<file path="src/hw/rtl/jfps_pkg.sv">
// Shared constants and types of the five-point Jacobi stencil unit.
`default_nettype none

package jfps_pkg;

    // Grid geometry and data format.
    localparam int LINE_LENGTH = 1024;
    localparam int DATA_BITS   = 32;
    localparam int COL_BITS    = $clog2(LINE_LENGTH);
    localparam int ROW_BITS    = 16;

    // Interior size limits and reset values.
    localparam int WIDTH_MAX    = LINE_LENGTH - 2;
    localparam int HEIGHT_MAX   = 65534;
    localparam int WIDTH_RESET  = 1022;
    localparam int HEIGHT_RESET = 1022;

    // Configuration port.
    localparam int CFG_INDEX_BITS = 1;
    localparam int CFG_DATA_BITS  = 16;
    localparam logic [CFG_INDEX_BITS-1:0] REG_WIDTH  = 1'd0;
    localparam logic [CFG_INDEX_BITS-1:0] REG_HEIGHT = 1'd1;

    // Scaling by 0.2 as 13107 / 65536 with round to nearest.
    localparam int SUM_BITS   = DATA_BITS + 3;
    localparam int COEF_BITS  = 14;
    localparam int COEF_MUL   = 13107;
    localparam int COEF_SHIFT = 16;
    localparam int PROD_BITS  = SUM_BITS + COEF_BITS + 1;
    localparam logic signed [COEF_BITS:0] COEF_Q = (COEF_BITS + 1)'(COEF_MUL);
    localparam logic signed [PROD_BITS-1:0] ROUND_BIAS = PROD_BITS'(1) << (COEF_SHIFT - 1);

    // Control that travels with a sum into the scaling stage.
    typedef struct packed {
        logic valid;
        logic last;
    } stage_ctl_t;

endpackage

`default_nettype wire

</file>
<file path="src/hw/rtl/jfps_scale.sv">
// Scaling stage: multiplies the five-point sum by 0.2, rounds and holds the output word.
`default_nettype none

module jfps_scale (
    input  wire logic                                clk,
    input  wire logic                                rst_n,
    input  wire jfps_pkg::stage_ctl_t                ctl,
    input  wire logic signed [jfps_pkg::SUM_BITS-1:0] sum,
    output logic                                     ready,
    output logic                                     m_axis_tvalid,
    input  wire logic                                m_axis_tready,
    output logic [jfps_pkg::DATA_BITS-1:0]           m_axis_tdata,  // new_value
    output logic                                     m_axis_tlast   // last_of_sweep
);

    logic signed [jfps_pkg::PROD_BITS-1:0] prod;
    logic signed [jfps_pkg::PROD_BITS-1:0] scaled;
    logic                                  valid_reg;
    logic [jfps_pkg::DATA_BITS-1:0]        data_reg;
    logic                                  last_reg;

    assign prod   = jfps_pkg::PROD_BITS'(sum) * jfps_pkg::COEF_Q + jfps_pkg::ROUND_BIAS;
    assign scaled = prod >>> jfps_pkg::COEF_SHIFT;

    // The output register frees itself whenever the word is taken.
    assign ready = !valid_reg || m_axis_tready;

    always_ff @(posedge clk or negedge rst_n)
    begin
        if (!rst_n)
        begin
            valid_reg <= 1'b0;
        end
        else if (ready)
        begin
            valid_reg <= ctl.valid;
        end
    end

    always_ff @(posedge clk)
    begin
        if (ready && ctl.valid)
        begin
            data_reg <= scaled[jfps_pkg::DATA_BITS-1:0];
            last_reg <= ctl.last;
        end
    end

    assign m_axis_tvalid = valid_reg;
    assign m_axis_tdata  = data_reg;
    assign m_axis_tlast  = last_reg;

endmodule

`default_nettype wire

</file>
<file path="config.mk">
export PLATFORM = sky130hd
export DESIGN_NAME = jfps_scale
export DESIGN_NICKNAME = d
export VERILOG_FILES = /design/src/hw/rtl/jfps_pkg.sv /design/src/hw/rtl/jfps_scale.sv
export SDC_FILE = /design/constraint.sdc
export NUM_CORES = 1
export LEC_CHECK = 0
export ABC_CLOCK_PERIOD_IN_PS = 3950
export BUFFER_PORTS_ARGS = -buffer_cell sky130_fd_sc_hd__buf_2
export CAP_MARGIN = 40
export CORE_ASPECT_RATIO = 2
export CORE_UTILIZATION = 57
export CTS_BUF_LIST = sky130_fd_sc_hd__clkbuf_4
export CTS_CLUSTER_SIZE = 10
export DETAILED_ROUTE_END_ITERATION = 16
export PLACE_DENSITY = 0.79
export SYNTH_ARGS = -nofsm -noshare
export SYNTH_HDL_FRONTEND = slang
export SYNTH_SLANG_ARGS = --single-unit
</file>
<file path="constraint.sdc">
create_clock -name clk -period 3.95 [get_ports clk]
set_input_delay 0.395 -clock clk [delete_from_list [all_inputs] [get_ports clk]]
set_output_delay 0.395 -clock clk [all_outputs]
set_load 0.01 [all_outputs]
</file>
==> flow_summary_export.csv <==
group,metric,value,unit
clock_network,clockBufferDepth,2,
sta,holdWs,228.7,ps
route,drt_wl_total,37.54,mm
floorplan,num_rows,69,
worst_setup_path,r2r_cells,3,
run_status,violations,"negative setup slack",
sta,drv_slew,0,
worst_setup_path,worst_ep_required_time,4060,ps
sta,rsz0062_at_grt,"yes",
floorplan,die_h,192.7,µm
clock_network,clk_latency,350,ps
hold_path,min_path_cells,1,
route,dr_wl_met2,19.64,mm
cells_and_area,instances_no_fill,1579,
hold_path,hp-start,"ctl[0]",
clock_network,cts_root_buf,"clkbuf_4",
route,drt_iter0_markers,583,
route,drt-met1-wl,9.929,mm
clock_network,cts_buffers,5,
place,dp_cells,1539,
run_status,status,"finished, violations left",
logic_synthesis,synth.avg_cell_area,10.09,µm²
sta,fin_setup_tns,-43620,ps
clock_network,cts_tree,"done",
worst_setup_path,path_max_fanout,3,
global_routing,grt_pass1_wl,50.36,mm
cells_and_area,antenna_cells,0,
floorplan,io_pins,75,
logic_synthesis,async_flop_share,2.941,%
clock_network,clock-sinks,34,
logic_synthesis,netlist-cell-type-count,63,
global_routing,antenna_found_initial,0,
global_routing,grt_pass1_vias,10470,
worst_setup_path,worstSetupEndpointType,"flop",
logic_synthesis,synthCells,1027,
floorplan,fp.coreArea,0.01778,mm²
worst_setup_path,worst_ep_arrival_time,5980,ps
clock_network,clk_pin_slew,110,ps
sta,tightest_slew,435.6,ps
cells_and_area,layout-drive-gt1-share,38.14,%
worst_setup_path,r2r_slack,2610,ps
clock_network,htreeDepth,2,
worst_setup_path,r2r_start,"m_axis_tvalid$_DFFE_PN0N_",
worst_setup_path,crit_type,"input port to flop",
place,routabilityCongestion,0.9991,
hold_path,hold_class,"input port to flop",
route,wl_per_cell,23.77,µm
logic_synthesis,ys_ff_latch,34,
route,met3_length,2.523,mm
logic_synthesis,syn_nets,1433,
place,dp_hpwl,27.21,mm
worst_setup_path,cp-start-kind,"input port",
global_routing,grt_max_degree,34,
route,top_layer_used,"met4",
sta,relSlewSlack,70.21,%
route,first_pass_iters,7,
place,portBuffers,74,
cells_and_area,syn_to_final_growth,36.73,%
cells_and_area,fin_nets,1771,
job,cap_violations,0,
global_routing,gr-total-overflow,0,
cells_and_area,final_common_cell,"buf_4",
logic_synthesis,synthesis.area,0.01036,mm²
worst_setup_path,worstSetupStartpoint,"sum[10]",
place,placed_area,0.01293,mm²
sta,setup_ws,-1921,ps
worst_setup_path,worstReg2RegEnd,"m_axis_tdata[26]$_DFFE_PP_",
sta,timing.final.hold_violations,0,
floorplan,dieArea,0.01876,mm²
logic_synthesis,ys_warn_count,0,
sta,layout_min_cycle_time,5871,ps
logic_synthesis,synth-edff-count,33,
route,vias,9435,
cells_and_area,fillCellCount,983,
cells_and_area,final_cell_mix,"buf_4, inv_1, fa_1, ha_1, buf_2",
global_routing,grt.total_usage,36.18,%
route,drc,0,
sta,fin_worst_skew,5.240,ps
sta,period_share,148.6,%
sta,fmax,170.3,MHz
route,vias_per_cell,5.975,
cells_and_area,final_area,0.01417,mm²
logic_synthesis,ys.flop_type,"edfxtp_1",
floorplan,initial_utilization,58.27,%
hold_path,hold-path-endpoint,"m_axis_tlast$_DFFE_PP_",
floorplan,die_w,97.34,µm
route,final_antenna_net_count,0,
logic_synthesis,yosysSeqAreaShare,9.804,%
sta,setup-violations-final,32,
-- worst max path at each step --
stage,to,slack [ps],depth (start not counted)
global route,m_axis_tdata[27]$_DFFE_PP_,-2080,23
CTS,m_axis_tdata[31]$_DFFE_PP_,-1480,21
floorplan,m_axis_tdata[31]$_DFFE_PP_,-1410,21
detailed placement,m_axis_tdata[31]$_DFFE_PP_,-2020,22
global placement,m_axis_tdata[31]$_DFFE_PP_,-1890,22
finish,m_axis_tdata[31]$_DFFE_PP_,-1920,22
-- metal layers --
metal	track usage (%)	up-vias
met5	0	-
li1	-	3972
met4	42.25	0
met1	25.46	4491
met2	70.45	593
met3	7.497	379
-- cell families (layout without fill, tap and decap cells) --
logic type | Yosys count | count (layout) | share of synthesized area (%)
XOR/XNOR | 67 | 67 | 5.663
adder cells (fa/ha/maj) | 367 | 367 | 57.11
flip-flops | 34 | 34 | 9.804
buffers and inverters | 282 | 621 | 11.20
multiplexers | 2 | 2 | 0.1932
AO/OA/AOI/OAI | 158 | 158 | 10.09
AND/OR/NAND/NOR | 117 | 117 | 5.929
-- synth_stat cells, types with 2 or more instances --
cell | instances | area share, %
xnor2_1 | 32 | 2.7
buf_6 | 3 | 0.33
a21o_2 | 3 | 0.25
nand4_1 | 11 | 0.66
a21o_1 | 34 | 2.5
o21ai_0 | 28 | 1.4
o21bai_1 | 4 | 0.29
xor2_1 | 35 | 3.0
o21ai_1 | 2 | 0.097
o211ai_1 | 4 | 0.29
fa_1 | 177 | 34
nand2b_1 | 3 | 0.18
a211oi_1 | 2 | 0.14
ha_1 | 189 | 23
a21oi_1 | 49 | 2.4
bufbuf_16 | 2 | 0.63
nor3_1 | 4 | 0.19
clkbuf_1 | 6 | 0.22
and2_1 | 9 | 0.54
nand2_1 | 36 | 1.3
o21a_1 | 3 | 0.22
inv_1 | 266 | 9.6
a221o_1 | 2 | 0.19
a31oi_1 | 9 | 0.54
buf_2 | 2 | 0.097
mux2i_1 | 2 | 0.19
nand3_1 | 6 | 0.29
and3_1 | 7 | 0.42
edfxtp_1 | 33 | 9.6
nor2_1 | 30 | 1.1
nand4_4 | 2 | 0.41
-- area by class of cell --
| class | count | area (µm²) | share of cell area [%] |
|---|---|---|---|
| clock buffer | 5 | 37.54 | 0.2649 |
| clock inverter | 3 | 68.82 | 0.4857 |
| inverter | 266 | 1010 | 7.126 |
| multi-input combinational | 711 | 9193 | 64.88 |
| sequential | 34 | 1016 | 7.171 |
| tap | 213 | 266.5 | 1.881 |
| timing repair buffer | 347 | 2577 | 18.19 |
-- state kept, by name, indices dropped and copies added, names as in the netlist --
| signal | count |
|---|---|
| m_axis_tlast | 1 |
| m_axis_tvalid | 1 |
| m_axis_tdata | 32 |
-- worst max-delay path, stage by stage --
cell,delay [ps]
buf_8,110
buf_6,120
ha_4,260
xor2_2,190
ha_1,200
a21o_1,270
fa_2,700
fa_1,460
inv_1,90
fa_1,430
fa_1,610
inv_1,110
ha_4,300
nand2_1,100
nor2_2,150
nand2_2,110
a2111oi_4,380
o311ai_2,160
a211oi_2,320
o21ai_2,120
a311oi_2,300
xnor2_1,80
-- repair_timing --
| item | in CTS | in global routing |
|---|---|---|
| setup buffers | 18 | 16 |
| hold endpoints to repair | 1 | 0 |
| setup endpoints to repair | 32 | 32 |
| gates cloned | 0 | 0 |
| resized for setup | 142 | 60 |
| pin swaps | 86 | 29 |
| hold buffers | 1 | 0 |
-- metrics by stage --
| stage | util [%] | setup WS, ps |
|---|---|---|
| floorplan | - | -1409 |
| global placement | 72.70 | -1888 |
| detailed placement | 72.70 | -2018 |
| CTS | 77.66 | -1475 |
| global route | 79.67 | -2078 |
| finish | 79.67 | -1921 |
Power is not shown: default switching activity piles up to over one toggle a cycle in this logic, so the estimate is an artifact.
